File: config.mk
export PLATFORM = sky130hd
export DESIGN_NAME = line_rasterizer_flat
export DESIGN_NICKNAME = d
export VERILOG_FILES = /design/src/hdl/lr_pkg.sv /design/src/hdl/lr_cmd_if.sv /design/src/hdl/lr_pix_if.sv /design/src/hdl/lr_stepper.sv /design/src/hdl/line_rasterizer.sv /design/src/flat_wrapper.sv
export SDC_FILE = /design/constraint.sdc
export NUM_CORES = 1
export LEC_CHECK = 0
export BUFFER_PORTS_ARGS = -buffer_cell sky130_fd_sc_hd__buf_2
export CORE_MARGIN = 2
export CORE_UTILIZATION = 45
export CTS_BUF_LIST = sky130_fd_sc_hd__clkbuf_2 sky130_fd_sc_hd__clkbuf_4 sky130_fd_sc_hd__clkbuf_8
export DETAILED_ROUTE_END_ITERATION = 10
export SLEW_MARGIN = 20
export SYNTH_ARGS = -nofsm -noshare
export SYNTH_HDL_FRONTEND = slang
export SYNTH_SLANG_ARGS = --single-unit
File: constraint.sdc
create_clock -name clk -period 5.75 [get_ports clk]
set_clock_uncertainty 0.1 [all_clocks]
set_input_delay 1.725 -clock clk [delete_from_list [all_inputs] [get_ports clk]]
set_output_delay 1.725 -clock clk [all_outputs]
set_load 0.01 [all_outputs]
File: src/hdl/lr_pkg.sv
// Shared types and constants for the line rasterizer.
// No dependencies; every other file imports this package.
package lr_pkg;

    localparam int FIELD_BITS     = 12;
    localparam int COLOUR_BITS    = 16;
    localparam int CFG_BITS       = 12;
    localparam int CFG_INDEX_BITS = 2;

    localparam logic [CFG_INDEX_BITS-1:0] REG_SCREEN_WIDTH  = 2'd0;
    localparam logic [CFG_INDEX_BITS-1:0] REG_SCREEN_HEIGHT = 2'd1;

    localparam logic [CFG_BITS-1:0] RESET_WIDTH  = 12'd480;
    localparam logic [CFG_BITS-1:0] RESET_HEIGHT = 12'd320;

    localparam logic KIND_START = 1'b0;
    localparam logic KIND_STEP  = 1'b1;

    // Per-step decisions made by the stepper
    typedef struct packed {
        logic at_end;
        logic move_col;
        logic move_row;
    } lr_step_t;

endpackage

File: src/hdl/lr_cmd_if.sv
// Command channel into the rasterizer: start and step items.
// Depends on lr_pkg for field widths.
interface lr_cmd_if import lr_pkg::*; ();
    logic                   valid;
    logic                   ready;
    logic                   kind;
    logic [FIELD_BITS-1:0]  start_x;
    logic [FIELD_BITS-1:0]  start_y;
    logic [FIELD_BITS-1:0]  end_x;
    logic [FIELD_BITS-1:0]  end_y;
    logic [COLOUR_BITS-1:0] line_colour;

    modport source (output valid, kind, start_x, start_y, end_x, end_y, line_colour,
                    input ready);
    modport sink   (input valid, kind, start_x, start_y, end_x, end_y, line_colour,
                    output ready);
endinterface

File: src/hdl/lr_pix_if.sv
// Pixel channel out of the rasterizer.
// Depends on lr_pkg for field widths.
interface lr_pix_if import lr_pkg::*; ();
    logic                   valid;
    logic                   ready;
    logic [FIELD_BITS-1:0]  pixel_x;
    logic [FIELD_BITS-1:0]  pixel_y;
    logic [COLOUR_BITS-1:0] pixel_colour;
    logic                   visible;
    logic                   last;

    modport source (output valid, pixel_x, pixel_y, pixel_colour, visible, last,
                    input ready);
    modport sink   (input valid, pixel_x, pixel_y, pixel_colour, visible, last,
                    output ready);
endinterface

File: src/hdl/lr_stepper.sv
// Bresenham step decision and next error/coordinate values.
// Depends on lr_pkg for lr_step_t.
module lr_stepper import lr_pkg::*; #(
    parameter int COORD_BITS = 12
) (
    input  logic [COORD_BITS-1:0]   cur_col,
    input  logic [COORD_BITS-1:0]   cur_row,
    input  logic [COORD_BITS-1:0]   target_col,
    input  logic [COORD_BITS-1:0]   target_row,
    input  logic [COORD_BITS-1:0]   abs_dx,
    input  logic signed [COORD_BITS:0]   neg_abs_dy,
    input  logic                    dir_col_neg,
    input  logic                    dir_row_neg,
    input  logic signed [COORD_BITS+1:0] error_term,
    output lr_step_t                step,
    output logic [COORD_BITS-1:0]   col_next,
    output logic [COORD_BITS-1:0]   row_next,
    output logic signed [COORD_BITS+1:0] error_next
);

    logic signed [COORD_BITS+2:0] e2;
    logic signed [COORD_BITS+2:0] ndy_ext;
    logic signed [COORD_BITS+2:0] dx_ext;
    logic signed [COORD_BITS+1:0] add_col;
    logic signed [COORD_BITS+1:0] add_row;

    always_comb
    begin
        e2      = {error_term, 1'b0};
        ndy_ext = {{2{neg_abs_dy[COORD_BITS]}}, neg_abs_dy};
        dx_ext  = $signed({3'b000, abs_dx});

        step.at_end   = (cur_col == target_col) && (cur_row == target_row);
        step.move_col = (e2 >= ndy_ext);
        step.move_row = (e2 <= dx_ext);

        add_col = step.move_col ? {neg_abs_dy[COORD_BITS], neg_abs_dy}
                                : '0;
        add_row = step.move_row ? $signed({2'b00, abs_dx}) : '0;
        error_next = error_term + add_col + add_row;

        if (step.move_col)
            col_next = dir_col_neg ? cur_col - 1'b1 : cur_col + 1'b1;
        else
            col_next = cur_col;

        if (step.move_row)
            row_next = dir_row_neg ? cur_row - 1'b1 : cur_row + 1'b1;
        else
            row_next = cur_row;
    end

endmodule

File: src/hdl/line_rasterizer.sv
// Line rasterizer top level: command/pixel channels, screen size registers.
// Depends on lr_pkg, lr_cmd_if, lr_pix_if and lr_stepper.
//
// All-octant Bresenham line rasterizer. A start item (kind 0) latches both
// endpoints and the colour and returns nothing; each step item (kind 1) then
// returns one pixel, flagged visible when it lies inside screen_width by
// screen_height, with last set on the second endpoint, after which steps are
// dropped until the next start. A start in mid-line abandons the old line.
// The step decision and the error/coordinate update run in one pass
// between the line state registers and the pixel output register, so
// a new item is accepted each cycle as long as the output register is
// empty or being drained. Coordinates wrap at COORD_BITS.
module line_rasterizer import lr_pkg::*; #(
    parameter int COORD_BITS = 12
) (
    input  logic                      clk,
    input  logic                      rst_n,
    lr_cmd_if.sink                    cmd,
    lr_pix_if.source                  pix,
    input  logic                      cfg_we,
    input  logic [CFG_INDEX_BITS-1:0] cfg_index,
    input  logic [CFG_BITS-1:0]       cfg_data
);

    localparam int WIDE = COORD_BITS + FIELD_BITS;

    logic [CFG_BITS-1:0]            width_reg;
    logic [CFG_BITS-1:0]            height_reg;

    logic [COORD_BITS-1:0]          cur_col_reg, cur_col_next;
    logic [COORD_BITS-1:0]          cur_row_reg, cur_row_next;
    logic [COORD_BITS-1:0]          target_col_reg, target_col_next;
    logic [COORD_BITS-1:0]          target_row_reg, target_row_next;
    logic [COORD_BITS-1:0]          abs_dx_reg, abs_dx_next;
    logic signed [COORD_BITS:0]     neg_abs_dy_reg, neg_abs_dy_next;
    logic                           dir_col_neg_reg, dir_col_neg_next;
    logic                           dir_row_neg_reg, dir_row_neg_next;
    logic signed [COORD_BITS+1:0]   error_reg, error_next;
    logic [COLOUR_BITS-1:0]         colour_reg, colour_next;
    logic                           busy_reg, busy_next;

    logic                           out_valid_reg, out_valid_next;
    logic [FIELD_BITS-1:0]          out_x_reg, out_x_next;
    logic [FIELD_BITS-1:0]          out_y_reg, out_y_next;
    logic [COLOUR_BITS-1:0]         out_colour_reg, out_colour_next;
    logic                           out_visible_reg, out_visible_next;
    logic                           out_last_reg, out_last_next;

    logic                           accept;
    logic                           emit;
    logic [COORD_BITS-1:0]          x0, y0, x1, y1;
    logic [COORD_BITS-1:0]          ady;
    logic [WIDE-1:0]                col_wide, row_wide;

    lr_step_t                       step;
    logic [COORD_BITS-1:0]          step_col, step_row;
    logic signed [COORD_BITS+1:0]   step_error;

    lr_stepper #(
        .COORD_BITS (COORD_BITS)
    ) u_stepper (
        .cur_col     (cur_col_reg),
        .cur_row     (cur_row_reg),
        .target_col  (target_col_reg),
        .target_row  (target_row_reg),
        .abs_dx      (abs_dx_reg),
        .neg_abs_dy  (neg_abs_dy_reg),
        .dir_col_neg (dir_col_neg_reg),
        .dir_row_neg (dir_row_neg_reg),
        .error_term  (error_reg),
        .step        (step),
        .col_next    (step_col),
        .row_next    (step_row),
        .error_next  (step_error)
    );

    assign cmd.ready = !out_valid_reg || pix.ready;
    assign accept    = cmd.valid && cmd.ready;
    assign emit      = accept && (cmd.kind == KIND_STEP) && busy_reg;

    assign pix.valid        = out_valid_reg;
    assign pix.pixel_x      = out_x_reg;
    assign pix.pixel_y      = out_y_reg;
    assign pix.pixel_colour = out_colour_reg;
    assign pix.visible      = out_visible_reg;
    assign pix.last         = out_last_reg;

    // Endpoints taken modulo 2^COORD_BITS
    always_comb
    begin
        x0 = COORD_BITS'(cmd.start_x);
        y0 = COORD_BITS'(cmd.start_y);
        x1 = COORD_BITS'(cmd.end_x);
        y1 = COORD_BITS'(cmd.end_y);
        ady = (y1 >= y0) ? y1 - y0 : y0 - y1;
        col_wide = WIDE'(cur_col_reg);
        row_wide = WIDE'(cur_row_reg);
    end

    always_comb
    begin
        cur_col_next     = cur_col_reg;
        cur_row_next     = cur_row_reg;
        target_col_next  = target_col_reg;
        target_row_next  = target_row_reg;
        abs_dx_next      = abs_dx_reg;
        neg_abs_dy_next  = neg_abs_dy_reg;
        dir_col_neg_next = dir_col_neg_reg;
        dir_row_neg_next = dir_row_neg_reg;
        error_next       = error_reg;
        colour_next      = colour_reg;
        busy_next        = busy_reg;

        out_valid_next   = out_valid_reg && !pix.ready;
        out_x_next       = out_x_reg;
        out_y_next       = out_y_reg;
        out_colour_next  = out_colour_reg;
        out_visible_next = out_visible_reg;
        out_last_next    = out_last_reg;

        if (accept && (cmd.kind == KIND_START))
        begin
            cur_col_next     = x0;
            cur_row_next     = y0;
            target_col_next  = x1;
            target_row_next  = y1;
            abs_dx_next      = (x1 >= x0) ? x1 - x0 : x0 - x1;
            neg_abs_dy_next  = -$signed({1'b0, ady});
            dir_col_neg_next = !(x0 < x1);
            dir_row_neg_next = !(y0 < y1);
            error_next       = $signed({2'b00, abs_dx_next}) - $signed({2'b00, ady});
            colour_next      = cmd.line_colour;
            busy_next        = 1'b1;
        end
        else if (emit)
        begin
            out_valid_next   = 1'b1;
            out_x_next       = col_wide[FIELD_BITS-1:0];
            out_y_next       = row_wide[FIELD_BITS-1:0];
            out_colour_next  = colour_reg;
            out_visible_next = (col_wide < WIDE'(width_reg)) &&
                               (row_wide < WIDE'(height_reg));
            out_last_next    = step.at_end;
            if (step.at_end)
            begin
                busy_next = 1'b0;
            end
            else
            begin
                cur_col_next = step_col;
                cur_row_next = step_row;
                error_next   = step_error;
            end
        end
    end

    always_ff @(posedge clk or negedge rst_n)
    begin
        if (!rst_n)
        begin
            busy_reg      <= 1'b0;
            out_valid_reg <= 1'b0;
            width_reg     <= RESET_WIDTH;
            height_reg    <= RESET_HEIGHT;
        end
        else
        begin
            busy_reg      <= busy_next;
            out_valid_reg <= out_valid_next;
            if (cfg_we && (cfg_index == REG_SCREEN_WIDTH))
                width_reg <= cfg_data;
            if (cfg_we && (cfg_index == REG_SCREEN_HEIGHT))
                height_reg <= cfg_data;
        end
    end

    always_ff @(posedge clk)
    begin
        cur_col_reg     <= cur_col_next;
        cur_row_reg     <= cur_row_next;
        target_col_reg  <= target_col_next;
        target_row_reg  <= target_row_next;
        abs_dx_reg      <= abs_dx_next;
        neg_abs_dy_reg  <= neg_abs_dy_next;
        dir_col_neg_reg <= dir_col_neg_next;
        dir_row_neg_reg <= dir_row_neg_next;
        error_reg       <= error_next;
        colour_reg      <= colour_next;
        out_x_reg       <= out_x_next;
        out_y_reg       <= out_y_next;
        out_colour_reg  <= out_colour_next;
        out_visible_reg <= out_visible_next;
        out_last_reg    <= out_last_next;
    end

endmodule

File: src/flat_wrapper.sv
// flat-port wrapper written by rule: the top's interface ports become plain ports
module line_rasterizer_flat import lr_pkg::*;
#(
    parameter int COORD_BITS = 12
)
  (clk, rst_n, cfg_we, cfg_index, cfg_data, cmd_valid, cmd_kind, cmd_start_x, cmd_start_y, cmd_end_x, cmd_end_y, cmd_line_colour, cmd_ready, pix_valid, pix_pixel_x, pix_pixel_y, pix_pixel_colour, pix_visible, pix_last, pix_ready);
  lr_cmd_if cmd_i ();
  lr_pix_if pix_i ();
  input  logic clk;
  input  logic rst_n;
  input  logic cfg_we;
  input  logic [CFG_INDEX_BITS-1:0] cfg_index;
  input  logic [CFG_BITS-1:0] cfg_data;
  input wire logic [$bits(cmd_i.valid)-1:0] cmd_valid;
  input wire logic [$bits(cmd_i.kind)-1:0] cmd_kind;
  input wire logic [$bits(cmd_i.start_x)-1:0] cmd_start_x;
  input wire logic [$bits(cmd_i.start_y)-1:0] cmd_start_y;
  input wire logic [$bits(cmd_i.end_x)-1:0] cmd_end_x;
  input wire logic [$bits(cmd_i.end_y)-1:0] cmd_end_y;
  input wire logic [$bits(cmd_i.line_colour)-1:0] cmd_line_colour;
  output wire logic [$bits(cmd_i.ready)-1:0] cmd_ready;
  output wire logic [$bits(pix_i.valid)-1:0] pix_valid;
  output wire logic [$bits(pix_i.pixel_x)-1:0] pix_pixel_x;
  output wire logic [$bits(pix_i.pixel_y)-1:0] pix_pixel_y;
  output wire logic [$bits(pix_i.pixel_colour)-1:0] pix_pixel_colour;
  output wire logic [$bits(pix_i.visible)-1:0] pix_visible;
  output wire logic [$bits(pix_i.last)-1:0] pix_last;
  input wire logic [$bits(pix_i.ready)-1:0] pix_ready;
  assign cmd_i.valid = cmd_valid;
  assign cmd_i.kind = cmd_kind;
  assign cmd_i.start_x = cmd_start_x;
  assign cmd_i.start_y = cmd_start_y;
  assign cmd_i.end_x = cmd_end_x;
  assign cmd_i.end_y = cmd_end_y;
  assign cmd_i.line_colour = cmd_line_colour;
  assign cmd_ready = cmd_i.ready;
  assign pix_valid = pix_i.valid;
  assign pix_pixel_x = pix_i.pixel_x;
  assign pix_pixel_y = pix_i.pixel_y;
  assign pix_pixel_colour = pix_i.pixel_colour;
  assign pix_visible = pix_i.visible;
  assign pix_last = pix_i.last;
  assign pix_i.ready = pix_ready;
  line_rasterizer #(.COORD_BITS(COORD_BITS)) u_core (.clk(clk), .rst_n(rst_n), .cmd(cmd_i), .pix(pix_i), .cfg_we(cfg_we), .cfg_index(cfg_index), .cfg_data(cfg_data));
endmodule
Yosys cells after proc, flatten, opt, wreduce, memory -nomap -nowiden. Cells that the tools add are included.

Flip-flop bits (word level): 173. Output and inout bits: 44. Word-level logic and storage cells: 91.

$add $sub $neg: 12. $lt $le $gt $ge: 8. Eq/ne operators: 4. Muxes and demuxes: 22. Bitwise operators: 2. Reduce and logical (&&, ||, !) cells: 24.

Operators with widths (count): $mux W12 (13); $mux W14 (4); $lt A12 B12 Y1 (4); $sub A12 B12 Y12 (4); $add A12 B1 Y12 const B (2); $eq A12 B12 Y1 (2); $ge A12 B12 Y1 (2); $sub A12 B1 Y12 const B (2); $ge A15 B13 Y1 (1); $le A15 B13 Y1 (1); $add A14 B13 Y14 (1); $add A14 B14 Y14 (1); $neg A12 Y13 (1); $sub A12 B12 Y13 (1); $logic_and A1 B1 Y1 (9); $reduce_bool A2 Y1 (4); $reduce_and A2 Y1 (3); $reduce_and A3 Y1 (2); $mux W1 (5); $logic_not A1 Y1 (4); $eq A2 B1 Y1 const B (1); $logic_not A2 Y1 (1); $ne A2 B2 Y1 const B (1); $not A1 Y1 (2); $logic_or A1 B1 Y1 (1).

Logic depth before layout (Yosys ltp). Gate-level depths: netlist (run 1).

Word-level depth: 7. Depth in mapped cells: 26.

By module. A second synthesis (run 1) with hierarchy kept.

Cells, all modules: 1193. Area, all modules: 12434.4 sq um.

By module, submodules not included: line_rasterizer (times used 1, cells an instance 797, area an instance 9425.3 sq um); lr_stepper (times used 1, cells an instance 396, area an instance 3009.1 sq um).

Worst setup path before layout (run 1). OpenSTA, ideal clock, no wires.

Kind: input-to-reg. Start point: in cmd_end_x[0]. End point: reg u_core.error_reg[10] (data pin). Setup time: 367 ps. Arrival time: 5483 ps. Setup slack: -201 ps. Cell stages on the path: 22. Path buffers: 1. Cells stage by stage: inv_1 > ha_1 > inv_1 > fa_1 > nand3_1 > a311o_1 > a21oi_1 > a211oi_2 > o21ba_2 > buf_2 > mux2_2 > fa_1 > a21o_1 > a21oi_1 > o21ai_0 > a21oi_1 > o21bai_1 > a21oi_1 > nor2_1 > nor2_1 > xor2_1 > a21oi_1.

Word-level cells in the longest chain between the ends: 4. Elaborated cells between the ends (all ways): 6. Those cells by class: add/sub (3); order compare (1); mux (2).

Ends and longest elaborated chain: start, declared (RTL line flat_wrapper.sv:18) `input wire logic [$bits(cmd_i.end_x)-1:0] cmd_end_x;`; $sub A12 B12 Y12 or $ge A12 B12 Y1 (tied branches) (RTL line line_rasterizer.sv:127) `abs_dx_next = (x1 >= x0) ? x1 - x0 : x0 - x1;`; $mux W12 (*) (RTL line line_rasterizer.sv:127); $sub A12 B12 Y13 (*) (RTL line line_rasterizer.sv:131) `error_next = $signed({2'b00, abs_dx_next}) - $signed({2'b00, ady});`; $mux W14 (*) (RTL line line_rasterizer.sv:121) `if (accept && (cmd.kind == KIND_START))`; via u_core.error_next[10] (RTL line line_rasterizer.sv:38) `logic signed [COORD_BITS+1:0] error_reg, error_next;`; end signal, assigned (RTL line line_rasterizer.sv:187) `error_reg <= error_next;`; end, declared (RTL line line_rasterizer.sv:38).

The timed path passes the listed nets; every way through them passes the cells marked *. A chain may end at the register's enable or synchronous reset.

Worst setup path in the final report (run 1).
Start point: in cmd_end_x[0]. End point: reg u_core.error_reg[11] (data pin).

The elaborated chain is that of the path after synthesis.

==> impl_metrics.toml, run 1 <==
[run_status]
outcome = "finished, final reports clean"

[yosys]
ys.flop_type = "edfxtp_1"
synth_cells = 1130
ys_ff_latch = 173
yosysTopAreaCell = "edfxtp_1"
synthesis.area_um2 = 11800
ys_seq_area_share_pct = 42.9
synth_edf_count = 147
synth_top_area_share_pct = 37.3
yosysWarnings = 0
synth_fp_nets = 1375
synth.area.top_cells = "edfxtp_1 37%, ha_1 15%, inv_1 5.7%"
avgSynthCellArea_um2 = 10.5
async_reset_ff_share_pct = 15.0
synth_cell_types = 67

[sta]
finalCritPeriodShare_pct = 95.0
finalHoldViolCount = 0
setup_violations = 0
slew_violations = 0
slew_headroom_pct = 51.6
fin_crit_ps = 5460
max_freq_mhz = 183
worst_slew_pin_slew_ps = 724

[power]
p_int_uw = 3690
powerDensity_nw_per_um2 = 424
clkPwrFrac_pct = 14.9
vdd_drop_max_mv = 0.209
pwr-share-comb_pct = 54.8
leakagePower_uw = 0.00680
seqPwrFrac_pct = 30.3
p_switching_uw = 2410
p_sw_share_pct = 39.5

[cells_and_area]
n_fill_cell = 2315
fin_cells = 1748
layout_commonest_cell = "inv_1"
final_nets = 1644
area_growth_pct = 21.8
postLayoutCellArea_um2 = 14400
final_cell_mix = "180 x inv_1, 147 x edfxtp_1, 141 x ha_1"
post-route-util_pct = 55.5
drive_above_1_share_pct = 25.4

[setup_path]
r2r_start = "u_core.error_reg[3]"
arrival_ps = 5600
required_ps = 5890
cp_slowest_stage_delay_ps = 360
crit_family = "compound AO/OA/AOI/OAI gates"
r2r_cells = 24
r2r_end = "u_core.error_reg[13]"
cp-start-kind = "input pin"
cp_num_buf_inv = 4
ff2ff_setup_slack_ps = 420
crit_chain = "buf_2 > inv_1 > ha_1 > inv_1 > fa_2 > nand3_1 > a311o_1 > a21oi_1 > a211oi_2 > buf_4 > mux2i_1 > a2111oi_4 > o221ai_2 > a31oi_1 > nand2b_1 > xor2_2 > ha_1 > or2_2 > a21oi_1 > a31oi_1 > xnor2_1 > nor2_1 > a31o_2"
crit_path_max_fanout = 2
critPathKind = "in -> reg"
end_kind = "flip-flop"
slowest_stage = "a2111oi_4"

[die]
row_count = 59
core_area_um2 = 25900
die_w_um = 166
die_area_um2 = 27600
die_y_um = 166
start_util_pct = 45.6
pin_count = 128

[global_routing]
grtUsageTotal_pct = 21.3
grt_max_degree = 57
grt_pass1_vias = 8872
grt-ovfl-total = 0
grt_pass1_wl_mm = 46.3
antenna_found_initial = 2

[clock_tree]
clk_path_buf_depth = 2
clock-root-buffer = "clkbuf_8"
hold_buffers = 0
clkSinkCount = 173
clk_latency_ps = 470
numCtsBuffers = 17
clk_pin_slew_worst_paths_ps = 110
cts.htree.levels = 4
cts_tree = "done"

[run]
maxCapViolCount = 0

[routing]
vias = 8852
drt_iter0_drc = 648
drtPass1Iterations = 7
drc_errors = 0
via_per_inst = 5.06
routed_wl_mm = 29.1
routedWlPerCell_um = 16.6
antenna_left = 0

[placed_design]
place.gp.congestion = 0.908
place_inst = 1712
portBuffers = 127
dpl-instance-area_um2 = 13900
dp_hpwl_mm = 23.2

[min_path]
hold_path_class = "reg -> reg"
holdPathEnd = "u_core.pix.pixel_colour[5]"
hold-path-cell-count = 0
min-delay-start = "u_core.colour_reg[5]"
[cells in the mapped netlist (5+ instances only)]
cell      number
xor2_1        29
a21oi_1       80
mux2_2        18
clkbuf_1      13
nand4_1       10
a21o_1        35
nor4_1         5
nand3_1       19
o31ai_1        9
dfstp_2        6
nor2_1        47
inv_1        180
edfxtp_1     147
o21ai_0       66
nor3_1        10
nor2b_1       14
fa_1          20
ha_1         141
a31oi_1        9
dfrtp_1       20
mux2i_1       14
a211oi_1       6
a21boi_0       8
o21bai_1       8
nand2b_1       9
nand2_1       81
xnor2_1       57
[final cells by class]
type	instances	area, µm²	area share (%)
inverter	181	681	4.73
tap	335	419	2.91
multi-input combinational	758	6080	42.3
sequential	173	5070	35.2
antenna	1	2.50	0.0174
timing repair buffer	268	1710	11.9
clock inverter	15	193	1.34
clock buffer	17	234	1.63
[through the flow]
stage	setup slack (ps)	TNS (ps)	hold slack, ps	power, µW
finish	289	0	317	6100
global route	-14.0	-24.6	317	6660
CTS	109	0	317	6050
detailed placement	-363	-1080	305	5100
global placement	-283	-708	300	5060
floorplan	35.5	0	300	4080
[worst max-delay path by stage]
stage	start	endpoint	cells after the start
finish	cmd_end_x[0]	u_core.error_reg[11]	23
global placement	cmd_end_x[0]	u_core.error_reg[11]	23
detailed placement	cmd_end_x[0]	u_core.error_reg[11]	23
global route	cmd_end_x[0]	u_core.error_reg[11]	23
CTS	u_core.error_reg[3]	u_core.error_reg[13]	24
floorplan	cmd_end_x[0]	u_core.error_reg[11]	22
[routing by layer]
layer	global-route usage (%)	share of wire [%]
met4	4.42	0.95
met1	30.5	48
met5	0	0
met3	3.46	4.4
met2	34.3	47
[timing repair]
| action | in CTS | in global routing |
|---|---|---|
| resized for setup | 1 | 12 |
| setup buffers | 0 | 3 |
| pin swaps | 0 | 7 |
| endpoints found under the setup margin | 1 | 3 |
[kinds of logic after synthesis]
kind of cell | count (synthesis) | synth area share (%)
buffers and inverters | 199 | 6.36
xor gates and xnor gates | 88 | 6.65
and+or+nand+nor | 228 | 9.54
adders and majority gates | 161 | 18.3
DFF | 173 | 42.9
muxes | 34 | 3.12
AOI/OAI and AO/OA | 247 | 13.1
[power by group through the flow]
stage          Clock (µW)  Sequential [µW]  Combinational, µW
2_1_floorplan           0             1820               2250
6_report              911             1840               3340
5_1_grt               988             1860               3810
4_1_cts               933             1840               3280
3_5_place_dp            0             1870               3230
3_3_place_gp            0             1870               3190
[worst reg2reg max path: stages (launching register included)]
cell      delay [ps]
edfxtp_1         450
ha_1             340
a21o_1           200
a21o_1           190
a211oi_2         260
o21ai_0          110
a21oi_1          150
a41oi_1           90
o31ai_4          390
nand2_1          120
fa_1             510
inv_1             50
ha_1             210
fa_1             390
a21o_1           180
a21oi_2          160
nor2b_1           80
o41ai_2          200
buf_4            160
o21ai_0          110
o21ai_1          210
nand2b_1          90
a21oi_2          150
xnor2_1          120
o21ai_0           70
No activity file was read; power rests on OpenSTA's default activity.
==> inputs of run 2 (changes only) <==
--- a/config.mk
+++ b/config.mk
@@ -10,6 +10,7 @@
 export CORE_UTILIZATION = 45
 export CTS_BUF_LIST = sky130_fd_sc_hd__clkbuf_2 sky130_fd_sc_hd__clkbuf_4 sky130_fd_sc_hd__clkbuf_8
 export DETAILED_ROUTE_END_ITERATION = 10
+export PLACE_DENSITY = 0.71
 export SLEW_MARGIN = 20
 export SYNTH_ARGS = -nofsm -noshare
 export SYNTH_HDL_FRONTEND = slang
==> impl_metrics.toml, run 2 (synthesis gave the netlist of run 1 again) <==
[cells_and_area]
post-route-util_pct = 54.2
area.sequential_um2 = 5070
n_fill_cell = 2295
drive_above_1_share_pct = 22.9
fin_cells = 1706
final_nets = 1602
final_cell_mix = "180 x inv_1, 147 x edfxtp_1, 141 x ha_1"
area_growth_pct = 18.7
layout_commonest_cell = "inv_1"
multi_input_area_um2 = 6060

[placed_design]
dp_hpwl_mm = 22.7
post-place-ws_ps = -179
place_inst = 1671
place.gp.congestion = 0.922
portBuffers = 127

[die]
row_count = 59
die_y_um = 166
die_w_um = 166
start_util_pct = 45.6
pin_count = 128
die_area_um2 = 27600
core_area_um2 = 25900

[routing]
routedWlPerCell_um = 16.8
vias = 9047
routed_wl_mm = 28.7
drc_errors = 0
drt_iter0_drc = 675
drtPass1Iterations = 5
antenna_left = 0
via_per_inst = 5.30

[sta]
rsz0062_at_grt = "false"
setup_violations = 0
slew_headroom_pct = 53.2
finalHoldViolCount = 0
max_freq_mhz = 183
fin_crit_ps = 5450
finalCritPeriodShare_pct = 94.9
slew_violations = 0
fin_ws_ps = 295
fin_setup_tns_ps = 0
worst_slew_pin_slew_ps = 702

[global_routing]
antenna_found_initial = 1
grt-ovfl-total = 0
grt_max_degree = 57
grtUsageTotal_pct = 20.7
grt_pass1_vias = 8841
grt_pass1_wl_mm = 45.6

[setup_path]
critPathKind = "in -> reg"
arrival_ps = 5580
crit_path_max_fanout = 2
r2r_end = "u_core.error_reg[13]"
required_ps = 5880
r2r_start = "u_core.error_reg[3]"
r2r_cells = 24
startpoint = "cmd_end_x[0]"
ff2ff_setup_slack_ps = 300
end_kind = "flip-flop"
cp-start-kind = "input pin"

[clock_tree]
clk_path_buf_depth = 2
hold_buffers = 0
cts_tree = "done"
numCtsBuffers = 17
clk_latency_ps = 470
clk_pin_slew_worst_paths_ps = 100
clkSinkCount = 173
cts.htree.levels = 4
clock-root-buffer = "clkbuf_8"

[power]
vdd_drop_max_mv = 0.196
leakagePower_uw = 0.00660
powerDensity_nw_per_um2 = 428

[min_path]
holdPathEnd = "u_core.pix.pixel_colour[15]"
hold-path-cell-count = 0
hold_path_class = "reg -> reg"
min-delay-start = "u_core.colour_reg[15]"

[run]
maxCapViolCount = 0

[run_status]
outcome = "finished, final reports clean"
run 2: worst max path at each step:
stage	end	slack [ps]	cells past startpoint
after detailed placement	u_core.error_reg[11]	-180	23
after global placement	u_core.error_reg[11]	-90	23
after floorplan	u_core.error_reg[11]	40	22
after CTS	u_core.error_reg[13]	60	24
final	u_core.error_reg[11]	300	23
after global routing	u_core.error_reg[11]	0.5	22
run 2: stage by stage:
stage               area (µm²)  hold WS, ps  power (µW)
CTS                      14000          328        5960
global route             14000          333        6500
finish                   14000          328        6000
detailed placement       13600          305        5000
global placement         13600          300        4890
floorplan                11800          300        4080
run 2: where the power goes:
group	switching (µW)	leakage (µW)	internal (µW)
Sequential	173	0.00167	1690
Combinational	1690	0.00471	1520
Clock	496	0.000221	446
run 2: cell type report:
class,instances,area share (%)
multi-input cells,758,43.2
flip-flops and latches,173,36.1
repair buffers,226,9.82
well taps,335,2.99
clock buffers,18,1.72
inverters,181,4.85
diodes,1,0.0178
clock inverters,14,1.30
run 2: metal layers:
layer,part of all wire (%),GRT usage [%],vias to the layer above,wire length [µm]
li1,-,-,4372,-
met1,46,28.8,4370,13100
met5,0,0,-,0
met4,1.4,4.99,0,399
met2,47,33.9,270,13500
met3,6.1,3.62,35,1760
run 2: repair_timing:
action | in CTS | in global routing
setup buffers | 0 | 2
endpoints found under the setup margin | 0 | 2
gates resized for setup | 0 | 6
run 2: critical path, stage by stage:
cell and delay (ps):
buf_2 110, inv_1 50, ha_1 150, inv_1 60
fa_1 380, nand3_1 130, a311o_1 170, a21oi_1 70
a211oi_2 220, buf_4 170, mux2i_1 80, a2111oi_2 390
o221ai_2 160, a31oi_1 230, nand2b_1 120, xor2_2 170
ha_1 290, or2_2 270, a21oi_1 150, a31oi_1 70
xnor2_1 150, nor2_1 60, a31o_2 210
